$ cat src/hw/rtl/bba_pkg.sv
// Shared types and constants for the block bitmap allocator.
// Used by the controller, the datapath and the top level; depends on nothing.
`timescale 1ns / 1ps
`default_nettype none

package bba_pkg;

  // Default geometry of the maps.
  localparam int unsigned MAP_BLOCKS_DEF = 65536;
  localparam int unsigned WORD_BITS_DEF  = 8;

  // Block numbers are 16 bits wide, so no more blocks than this can be addressed.
  localparam int unsigned BLOCK_BITS  = 16;
  localparam int unsigned BLOCK_SPACE = 65536;

  // Scan limit register.
  localparam int unsigned           LIM_W           = 17;
  localparam logic [LIM_W-1:0]      MAP_LIMIT_RESET = 17'h10000;

  // Allocation counter.
  localparam logic [BLOCK_BITS-1:0] COUNT_MAX = 16'hFFFF;

  // Request kinds.
  typedef enum logic [1:0] {
    KIND_SET   = 2'd0,
    KIND_TEST  = 2'd1,
    KIND_CLEAR = 2'd2,
    KIND_ALLOC = 2'd3
  } kind_e;

  // Map select codes.
  localparam logic MAP_USED = 1'b0;
  localparam logic MAP_FREE = 1'b1;

  // One request item.
  typedef struct packed {
    logic [1:0]            kind;
    logic                  map_select;
    logic [BLOCK_BITS-1:0] block_number;
  } in_item_t;

  // One result item.
  typedef struct packed {
    logic                  bit_value;
    logic [BLOCK_BITS-1:0] allocated_block;
    logic [BLOCK_BITS-1:0] allocated_count;
  } out_item_t;

  // Controller states.
  typedef enum logic [2:0] {
    ST_CLEAR    = 3'd0,
    ST_IDLE     = 3'd1,
    ST_DIV      = 3'd2,
    ST_RD       = 3'd3,
    ST_MOD      = 3'd4,
    ST_SCAN_RD  = 3'd5,
    ST_SCAN_CHK = 3'd6
  } state_e;

  // Commands from the controller to the datapath.
  typedef struct packed {
    logic load_item;
    logic clr_wr;
    logic div_en;
    logic rd_bit;
    logic commit_bit;
    logic scan_init;
    logic scan_rd;
    logic scan_adv;
    logic commit_alloc;
    logic commit_none;
  } cmd_t;

  // Status from the datapath to the controller.
  typedef struct packed {
    logic clr_last;
    logic is_alloc;
    logic past_limit;
    logic found;
    logic out_free;
  } sts_t;

endpackage

`default_nettype wire

$ cat src/hw/rtl/bba_ctrl.sv
// Controller state machine of the block bitmap allocator.
// Sequences the clearing pass, bit read-modify-writes and allocate scans; uses bba_pkg.
`timescale 1ns / 1ps
`default_nettype none

module bba_ctrl (
  input  wire logic          clk_i,
  input  wire logic          rst_ni,
  input  wire logic          in_valid_i,
  output logic               in_stall_o,
  input  wire bba_pkg::sts_t sts_i,
  output bba_pkg::cmd_t      cmd_o
);

  import bba_pkg::*;

  state_e state_q, state_d;

  // State register.
  always_ff @(posedge clk_i or negedge rst_ni) begin
    if (!rst_ni) begin
      state_q <= ST_CLEAR;
    end else begin
      state_q <= state_d;
    end
  end

  // Next state and commands.
  always_comb begin
    state_d    = state_q;
    cmd_o      = '0;
    in_stall_o = 1'b1;
    case (state_q)
      ST_CLEAR: begin
        cmd_o.clr_wr = 1'b1;
        if (sts_i.clr_last) begin
          state_d = ST_IDLE;
        end
      end
      ST_IDLE: begin
        in_stall_o = 1'b0;
        if (in_valid_i) begin
          cmd_o.load_item = 1'b1;
          state_d         = ST_DIV;
        end
      end
      ST_DIV: begin
        if (sts_i.is_alloc) begin
          cmd_o.scan_init = 1'b1;
          state_d         = ST_SCAN_RD;
        end else begin
          cmd_o.div_en = 1'b1;
          state_d      = ST_RD;
        end
      end
      ST_RD: begin
        cmd_o.rd_bit = 1'b1;
        state_d      = ST_MOD;
      end
      ST_MOD: begin
        // The write and the result go out together once the output register is free.
        if (sts_i.out_free) begin
          cmd_o.commit_bit = 1'b1;
          state_d          = ST_IDLE;
        end
      end
      ST_SCAN_RD: begin
        if (sts_i.past_limit) begin
          if (sts_i.out_free) begin
            cmd_o.commit_none = 1'b1;
            state_d           = ST_IDLE;
          end
        end else begin
          cmd_o.scan_rd = 1'b1;
          state_d       = ST_SCAN_CHK;
        end
      end
      ST_SCAN_CHK: begin
        if (sts_i.found) begin
          if (sts_i.out_free) begin
            cmd_o.commit_alloc = 1'b1;
            state_d            = ST_IDLE;
          end
        end else begin
          cmd_o.scan_adv = 1'b1;
          state_d        = ST_SCAN_RD;
        end
      end
      default: begin
        state_d = ST_IDLE;
      end
    endcase
  end

  // An accepted item always starts decoding in the next cycle.
  a_accept_decodes: assert property (@(posedge clk_i) disable iff (!rst_ni)
    (in_valid_i && !in_stall_o) |=> (state_q == ST_DIV))
    else $error("accepted item did not enter decode");

  // At most one result is produced per cycle.
  a_one_commit: assert property (@(posedge clk_i) disable iff (!rst_ni)
    $onehot0({cmd_o.commit_bit, cmd_o.commit_alloc, cmd_o.commit_none}))
    else $error("more than one result committed in a cycle");

  // A result is only committed when the output register can take it.
  a_commit_free: assert property (@(posedge clk_i) disable iff (!rst_ni)
    (cmd_o.commit_bit || cmd_o.commit_alloc || cmd_o.commit_none) |-> sts_i.out_free)
    else $error("result committed over an unread result");

endmodule

`default_nettype wire

$ cat config.mk
export PLATFORM = sky130hd
export DESIGN_NAME = bba_ctrl
export DESIGN_NICKNAME = d
export VERILOG_FILES = /design/src/hw/rtl/bba_pkg.sv /design/src/hw/rtl/bba_ctrl.sv
export SDC_FILE = /design/constraint.sdc
export NUM_CORES = 1
export LEC_CHECK = 0
export BUFFER_PORTS_ARGS = -buffer_cell sky130_fd_sc_hd__clkbuf_2
export CORE_AREA = 2 2 39 41
export CTS_CLUSTER_SIZE = 28
export DETAILED_ROUTE_END_ITERATION = 6
export DIE_AREA = 0 0 41 43
export MAX_ROUTING_LAYER = met4
export SLEW_MARGIN = 20
export SYNTH_ARGS = -nofsm -noshare
export SYNTH_HDL_FRONTEND = slang
export SYNTH_SLANG_ARGS = --single-unit
$ cat constraint.sdc
create_clock -name clk_i -period 1.25 [get_ports clk_i]
set_input_delay 0.3125 -clock clk_i [delete_from_list [all_inputs] [get_ports clk_i]]
set_output_delay 0.3125 -clock clk_i [all_outputs]
set_load 0.01 [all_outputs]
Yosys cells after proc, flatten, opt, wreduce, memory -nomap -nowiden
Cells that the tools add are included.
W data, S select, Z words.
- register bits after elaboration: 3
- input bits: 8
- output and inout port bits: 11
- word-level logic and storage cells: 36
- eq/ne operators: 8
- multiplexer cells: 25
- reduce and logical (&&, ||, !) cells: 2
- operators by type and width (cell ; count):
    $pmux W3 S7 ; 1
    $mux W3 ; 6
    $mux W1 ; 17
    $eq A3 B3 Y1 const B ; 3
    $eq A3 B2 Y1 const B ; 2
    $ne A2 B2 Y1 const B ; 2
    $eq A3 B1 Y1 const B ; 1
    $logic_not A3 Y1 ; 1
    $mux W2 ; 1
    $reduce_and A2 Y1 ; 1

Depth between registers and ports, before layout
Gate-level depths: netlist of the first run.
- depth in word-level cells: 3
- mapped depth: 4
- gate-level depth less buffers: 3

Least setup slack after synthesis of the first run
No wires, ideal clock.
- path kind: register to output
- start: register state_q[0]
- end: output port cmd_o[4] in the netlist's numbering
- arrival: 1.054 ns
- setup slack: -0.116 ns
- stages on the path, launching flop included: 4
- buffers on the path: 1
- cell sequence: dfrtp_1 -> buf_6 -> nand2b_1 -> nor3b_1
- RTL lines (element ; line ; RTL):
    start: declaration ; bba_ctrl.sv:17 ; state_e state_q, state_d;
    start signal: assignment ; bba_ctrl.sv:24 ; state_q <= state_d;
    end: declaration ; bba_ctrl.sv:12 ; output bba_pkg::cmd_t cmd_o

==> results of run 1 <==
==> where the power goes <==
part	internal (µW)	total, µW	switching [µW]
sequential	157	252	95.5
clock	120	174	53.8
combinational	634	1110	472
==> layout make-up <==
cell class                 instances  area (µm²)  share of cell area (%)
multi-input combinational         35       299.0                   45.27
timing repair buffer              33       222.7                   33.71
clock buffer                       4       26.28                   3.977
sequential                         3       78.83                   11.93
tap                               16       20.02                   3.030
inverter                           3       13.76                   2.083
==> critical path, delay by kind of cell (launching register included) <==
kind | cells | cell delay [ns]
simple gates | 1 | 0.16
flops | 1 | 0.47
buf+inv | 2 | 0.30
==> cell usage in the layout, fill, tap and decap left out <==
| master | synthesis | final |
|---|---|---|
| sky130_fd_sc_hd__and3_4 | 0 | 1 |
| sky130_fd_sc_hd__nor3b_2 | 0 | 1 |
| sky130_fd_sc_hd__o221a_4 | 0 | 1 |
| sky130_fd_sc_hd__nor2_1 | 5 | 4 |
| sky130_fd_sc_hd__dfrtp_2 | 0 | 3 |
| sky130_fd_sc_hd__mux2_4 | 1 | 1 |
| sky130_fd_sc_hd__nor3_1 | 5 | 2 |
| sky130_fd_sc_hd__a21oi_1 | 1 | 1 |
| sky130_fd_sc_hd__buf_2 | 2 | 7 |
| sky130_fd_sc_hd__buf_4 | 0 | 11 |
| sky130_fd_sc_hd__or3_4 | 0 | 1 |
| sky130_fd_sc_hd__buf_6 | 1 | 4 |
| sky130_fd_sc_hd__nor3_4 | 0 | 1 |
| sky130_fd_sc_hd__nand2_1 | 2 | 2 |
| sky130_fd_sc_hd__nand3_2 | 0 | 2 |
| sky130_fd_sc_hd__clkbuf_1 | 0 | 1 |
| sky130_fd_sc_hd__nor2b_1 | 1 | 1 |
| sky130_fd_sc_hd__clkbuf_4 | 0 | 3 |
| sky130_fd_sc_hd__inv_4 | 0 | 1 |
| sky130_fd_sc_hd__o22a_1 | 1 | 1 |
| sky130_fd_sc_hd__o21bai_1 | 1 | 1 |
| sky130_fd_sc_hd__nand2b_1 | 5 | 2 |
| sky130_fd_sc_hd__nor2_2 | 0 | 1 |
| sky130_fd_sc_hd__a32oi_1 | 2 | 2 |
| sky130_fd_sc_hd__and3b_1 | 2 | 2 |
| sky130_fd_sc_hd__nor3_2 | 0 | 2 |
| sky130_fd_sc_hd__o22ai_1 | 1 | 1 |
| sky130_fd_sc_hd__o21ai_1 | 1 | 1 |
| sky130_fd_sc_hd__a31oi_1 | 1 | 1 |
| sky130_fd_sc_hd__nand2b_4 | 0 | 3 |
| sky130_fd_sc_hd__clkbuf_2 | 0 | 10 |
| sky130_fd_sc_hd__dlygate4sd3_1 | 0 | 1 |
| sky130_fd_sc_hd__inv_1 | 2 | 2 |
==> layer usage <==
metal | up-vias | global-route usage, % | share of wire [%]
li1 | 226 | - | -
met1 | 205 | 17.74 | 41
met2 | 15 | 26.56 | 55
met3 | 0 | 3.141 | 4.3
met4 | 0 | 10.00 | 0
met5 | - | - | 0
==> what timing repair did <==
action | 4_1_cts | 5_1_grt
endpoints found under the hold margin | 3 | 0
gates resized for setup | 16 | 14
hold buffers | 1 | 0
pin swaps | 3 | 2
setup endpoints to repair | 13 | 13
setup buffers | 3 | 3
==> cell families after synthesis <==
kind of cell,share of synthesized area [%]
compound gates,20.69
buf+inv,9.961
flops,22.99
mux,4.596
simple gates,41.77
==> worst max-delay path by stage <==
stage	start	end	slack, ns	depth (start not counted)
after floorplan	state_q[0]	cmd_o[2]	-0.06	3
after global placement	state_q[1]	cmd_o[9]	-0.08	4
after detailed placement	state_q[1]	cmd_o[9]	-0.07	4
after CTS	state_q[1]	cmd_o[9]	-0.27	4
after global routing	state_q[1]	cmd_o[3]	-0.27	3
final	state_q[2]	cmd_o[4]	-0.23	3
==> stage by stage <==
step                      area (µm²)  TNS (ns)  hold WS (ns)  setup slack (ns)  instances
final                          660.6    -2.032        0.2947           -0.2322         94
after global placement         480.5   -0.1586        0.1105          -0.07644         83
after floorplan                331.6   -0.1479       0.01691          -0.05713         44
after detailed placement       480.5   -0.1510        0.1139          -0.06803         83
after global routing           660.6    -2.516        0.3303           -0.2691         94
after CTS                      604.3    -2.268        0.2948           -0.2681         91
==> reports/results.md, run 1 <==
| Group | Parameter | Value |
|---|---|---|
| synth | Synth unique cells | 24 |
| worst setup path | R2R setup slack | 0.02 ns |
| worst setup path | Cell-by-cell trace of the critical path | buf_6 > nor3b_2 > buf_2 |
| worst setup path | Highest fanout seen on the critical path | 6 |
| worst setup path | Cell type of the slowest stage on the worst timing path | sky130_fd_sc_hd__dfrtp_2 |
| synth | Most common library cells after synthesis | sky130_fd_sc_hd__nand2b_1, sky130_fd_sc_hd__nor2_1, sky130_fd_sc_hd__nor3_1 |
| hold path | Destination of the worst hold path | state_q[0] |
| run | Max-cap violation count | 0 |
| synth | Cells taking the most area after synthesis | sky130_fd_sc_hd__dfrtp_1, sky130_fd_sc_hd__nand2b_1, sky130_fd_sc_hd__nor3_1 |
| drt | Count of antenna-violating nets left after detailed routing | 0 |
| worst setup path | Type of element launching the critical path | register |
| clocking | Max Buffers Root-to-Sink | 2 |
| final layout | Biggest register | state_q |
| global routing | Largest net degree at the start of global routing | 10 |
| worst setup path | Crit Reg-Reg Startpoint | state_q[2] |
| global routing | Global-route wire length before repair | 1.911 mm |
| synth | Mapped Cells | 44 |
| final layout | Signed area change from the synthesized netlist to the final layout | 102.3% |
| hold path | Classification of the worst-slack hold path | input pin to register |
| synth | Sequential share of the synthesized area | 22.99% |
| power | IR Drop Worst-Case VDD | 1.084 mV |
| synth | Most area-hungry cell type in the Yosys netlist | sky130_fd_sc_hd__dfrtp_1 |
| timing | Final worst setup slack | -0.2322 ns |
| floorplanning | Die width | 41 µm |
| synth | Share of flip-flops with an asynchronous set or reset | 100.0% |
| worst setup path | Classification of the worst setup path | register to primary output |
| synth | Area share of the leading cell type in the synthesized netlist | 22.99% |
| synth | Mean Syn Cell Area | 7.422 µm² |
| global routing | Initial antenna violation count | 0 |
| floorplanning | Floorplan die area | 0.001763 mm² |
| clocking | Root buf cell | sky130_fd_sc_hd__clkbuf_4 |
| clocking | CTS tree | yes |
| timing | Count of pins over their slew limit | 0 |
| placement | Number of port buffers | 18 |
| drt | Average vias per placed instance | 4.745 |
| final layout | Final Net Count | 87 |
| outcome | Violated checks | setup timing |
| worst setup path | R2R depth | 4 |
| drt | Detailed-router iteration count before antenna repair | 3 |
| floorplanning | Die height | 43 µm |
| final layout | Number of diodes added for antenna fixing | 0 |
| synth | Net count after synthesis | 52 |
| timing | Setup-failing EPs final | 11 |
| power | Reported leakage power | 0.0003299 µW |
| worst setup path | Critical Path RT | 0.94 ns |
| clocking | CTS Sinks | 3 |
| power | PD cells | 2319 mW/mm² |
| worst setup path | Largest stage delay on the critical path | 0.47 ns |
| hold path | Min-Delay Path Depth | 3 |
| floorplanning | Area of the core | 0.001384 mm² |
| drt | Average wire length per cell after detail routing | 11.66 µm |
| global routing | Number of global-route vias before repair | 452 |
| timing | Final worst path period share | 118.6% |
| timing | Setup repair after global routing missed its margin | true |
| clocking | Total CTS buffers | 3 |
| placement | Final estimated routing congestion in global placement | 0.7486 |
| global routing | Total grt overflow | 0 |
| worst setup path | Capture instance of the worst register-to-register path | state_q[1] |
| hold path | Source of the worst hold timing path | sts_i[4] |
| drt | Iter 0 DRT Violations | 7 |
| clocking | H-Tree Depth | 1 |
| outcome | Outcome | finished, violations left |
| synth | EDFF count, synth | 0 |
| final layout | Regs by FF count | state_q (3) |
| clocking | Worst-path clk slew | 0.04 ns |
| timing | Min Clock Period, post-route | 1.482 ns |
| floorplanning | Top Ports | 19 |
| synth | Register bit count reported by yosys | 3 |
| final layout | Fill cell count | 143 |
| worst setup path | Capturing element type of the critical path | primary output |
| drt | Final wirelength | 1.096 mm |
| power | Total power | 1532 µW |
| final layout | Final core utilization | 47.74% |
| synth | Most used flip-flop cell after synthesis | sky130_fd_sc_hd__dfrtp_1 |
| placement | Detailed Place HPWL | 764.6 µm |
| timing | Count of endpoints failing hold in the final timing report | 0 |
| timing | Achievable Freq | 674.7 MHz |
| timing | Transition time of the tightest slew-check pin | 0.2351 ns |
| floorplanning | Starting density of the core | 23.60% |
| clocking | Clock latency reported for the late side of the worst-skew pair | 0.24 ns |
| drt | Detailed-route DRC error count | 0 |
| floorplanning | Standard-cell rows | 14 |
| global routing | Total GRT Usage | 16.58% |
| drt | Count of vias placed by the detailed router | 446 |
| synth | Yosys warning count | 0 |
| synth | Post-synth design cell area | 326.6 µm² |
| timing | Max_slew headroom | 84.20% |
| worst setup path | CP Data Arrival Time | 1.17 ns |
| final layout | Number of flip-flops in the largest register | 3 |
| final layout | Proportion of layout cells with a drive suffix above 1 | 67.95% |
| timing | Post-Route Skew | 0.001167 ns |
No activity file was read; power rests on OpenSTA's default activity.
==> run 2: changes to the inputs <==
RECOVER_POWER = 100   (was not set)
==> run 2 against run 1 <==
Net effect:
- the run still ends with setup timing left
- combinational power is essentially flat
- register-to-register slack is essentially flat
- highest routed layer unchanged
- design area shrank 0.19%
- critical path type unchanged
- sequential cell count is the same
- count of clock-buffer cells in the layout is the same
- sequential power is essentially flat
- largest cell class unchanged
- clock power is essentially flat
- sequential share of layout area is essentially flat
- total power is essentially flat
- non-clock buffer count is the same
- worst setup slack is the same
==> reports/results.md, run 2 (synthesis gave the netlist of run 1 again) <==
| Group | Parameter | Value | vs previous |
|---|---|---|---|
| global routing | Total grt overflow | 0 | unchanged |
| floorplanning | Die width | 41 µm | unchanged |
| floorplanning | Standard-cell rows | 14 | unchanged |
| final layout | Commonest non-fill, non-tap cells in the layout | sky130_fd_sc_hd__buf_4, sky130_fd_sc_hd__clkbuf_2, sky130_fd_sc_hd__buf_2, sky130_fd_sc_hd__nor2_1, sky130_fd_sc_hd__buf_6 |  |
| hold path | Classification of the worst-slack hold path | input pin to register |  |
| timing | Min Clock Period, post-route | 1.482 ns | unchanged |
| timing | Achievable Freq | 674.7 MHz | unchanged |
| timing | Setup-failing EPs final | 11 | unchanged |
| clocking | CTS Sinks | 3 | unchanged |
| worst setup path | Classification of the worst setup path | register to primary output |  |
| final layout | Final Net Count | 87 | unchanged |
| final layout | Signed area change from the synthesized netlist to the final layout | 101.9% |  |
| global routing | Number of global-route vias before repair | 452 | unchanged |
| floorplanning | Area of the core | 0.001384 mm² | unchanged |
| timing | Max_slew headroom | 84.20% | unchanged |
| placement | Setup slack after placement | -0.06803 ns | unchanged |
| worst setup path | Capturing element type of the critical path | primary output |  |
| global routing | Initial antenna violation count | 0 | unchanged |
| clocking | Max Buffers Root-to-Sink | 2 | unchanged |
| worst setup path | Type of element launching the critical path | register |  |
| outcome | Outcome | finished, violations left |  |
| floorplanning | Floorplan die area | 0.001763 mm² | unchanged |
| floorplanning | Starting density of the core | 23.60% | unchanged |
| outcome | Violated checks | setup timing |  |
| floorplanning | Die height | 43 µm | unchanged |
| placement | Number of port buffers | 18 | unchanged |
| clocking | H-Tree Depth | 1 | unchanged |
| final layout | Proportion of layout cells with a drive suffix above 1 | 66.67% | -1.3 points |
| power | PD cells | 2323 mW/mm² | +0.16% |
| floorplanning | Top Ports | 19 | unchanged |
| timing | Count of pins over their slew limit | 0 | unchanged |
| timing | Setup repair after global routing missed its margin | true |  |
| global routing | Largest net degree at the start of global routing | 10 | unchanged |
| global routing | Total GRT Usage | 16.58% | unchanged |
| drt | Average vias per placed instance | 4.745 | unchanged |
| global routing | Global-route wire length before repair | 1.911 mm | unchanged |
| run | Max-cap violation count | 0 | unchanged |
| timing | Post-Route Skew | 0.001167 ns | unchanged |
| drt | Count of antenna-violating nets left after detailed routing | 0 | unchanged |
| drt | Count of vias placed by the detailed router | 446 | unchanged |
| drt | Iter 0 DRT Violations | 7 | unchanged |
| clocking | Worst-path clk slew | 0.04 ns | about the same |
| placement | Instance area after placement | 480.5 µm² | unchanged |
| placement | Final estimated routing congestion in global placement | 0.7486 | unchanged |
| clocking | Total CTS buffers | 3 | unchanged |
| final layout | Post-route design area | 659.4 µm² | -0.19% |
| final layout | Fill cell count | 144 | +0.70% |
| worst setup path | Critical Path RT | 0.94 ns | about the same |
| final layout | Biggest register | state_q |  |
| drt | Final wirelength | 1.094 mm | -0.18% |
| final layout | Most frequent standard cell in the layout excluding fill and tap cells | sky130_fd_sc_hd__buf_4 |  |
| worst setup path | Highest fanout seen on the critical path | 6 | unchanged |
| power | Reported leakage power | 0.0003269 µW | -0.90% |
| final layout | Regs by FF count | state_q (3) |  |
| final layout | Multi-input logic area | 299.0 µm² | unchanged |
| timing | Final worst path period share | 118.6% | unchanged |
| power | IR Drop Worst-Case VDD | 1.084 mV | about the same |
| worst setup path | CP Data Arrival Time | 1.17 ns | about the same |
| clocking | CTS tree | yes |  |
| final layout | Register area | 78.83 µm² | unchanged |
| timing | Count of endpoints failing hold in the final timing report | 0 | unchanged |
| final layout | Final core utilization | 47.65% | -0.090 points |
| timing | Transition time of the tightest slew-check pin | 0.2351 ns | unchanged |
| clocking | Root buf cell | sky130_fd_sc_hd__clkbuf_4 |  |
| final layout | Number of flip-flops in the largest register | 3 | unchanged |
| drt | Detailed-route DRC error count | 0 | unchanged |
| clocking | Clock latency reported for the late side of the worst-skew pair | 0.24 ns | about the same |
| timing | Final worst setup slack | -0.2322 ns | unchanged |
| placement | Detailed Place HPWL | 764.6 µm | unchanged |
| final layout | Number of diodes added for antenna fixing | 0 | unchanged |
| drt | Detailed-router iteration count before antenna repair | 3 | unchanged |
| drt | Average wire length per cell after detail routing | 11.64 µm | -0.18% |
| timing | Final setup TNS | -2.032 ns | +0.0001600 ns |
[run 2: cell types whose count changed in the layout (fill, tap and decap cells not counted)]
cell,previous run,this run
sky130_fd_sc_hd__clkbuf_1,1,2
sky130_fd_sc_hd__clkbuf_2,10,9
[run 2: per-layer routing]
metal,global-route usage [%],share of wire [%]
met2,26.56,55
met4,10.00,0
met5,-,0
met3,3.141,4.3
met1,17.74,41
[run 2: stage by stage]
stage	total power (µW)	std cells	hold WS [ns]
2_1_floorplan	687.7	44	0.01691
3_3_place_gp	962.2	83	0.1105
3_5_place_dp	970.2	83	0.1139
4_1_cts	1390	91	0.2948
5_1_grt	1637	94	0.3303
6_report	1531	94	0.2947
[run 2: layout make-up]
cell class / count / area share [%]
multi-input cells: 35 / 45.35
repair buffers: 33 / 33.59
flip-flops and latches: 3 / 11.95
clock buffers: 4 / 3.985
well taps: 16 / 3.036
inverters: 3 / 2.087
[run 2: worst paths after layout]
check                      slack [ns]        from          to  depth (start not counted)
min                              0.29    sts_i[4]  state_q[0]                          3
max                             -0.23  state_q[2]    cmd_o[4]                          3
max reg2reg                      0.02  state_q[2]  state_q[1]                          4
max in group asynchronous        0.66      rst_ni  state_q[2]                          2
min in group asynchronous        0.41      rst_ni  state_q[0]                          2
min reg2reg                      0.67  state_q[1]  state_q[0]                          2
[run 2: power by group]
group,switching (µW),internal (µW),leakage (µW)
logic,472,633,0.000279
registers,95.5,157,0.0000334
clock network,53.8,120,0.0000150
[run 2: what timing repair did]
item	CTS	global route
hold buffers	1	0
hold endpoints to repair	3	0
resized for setup	16	14
setup buffers	3	3
pin swaps	3	2
endpoints found under the setup margin	13	13
[run 2: worst max-delay path, stage by stage (launching register included)]
cell and delay, ns:
sky130_fd_sc_hd__dfrtp_2 0.47, sky130_fd_sc_hd__buf_6 0.16, sky130_fd_sc_hd__nor3b_2 0.16, sky130_fd_sc_hd__buf_2 0.14
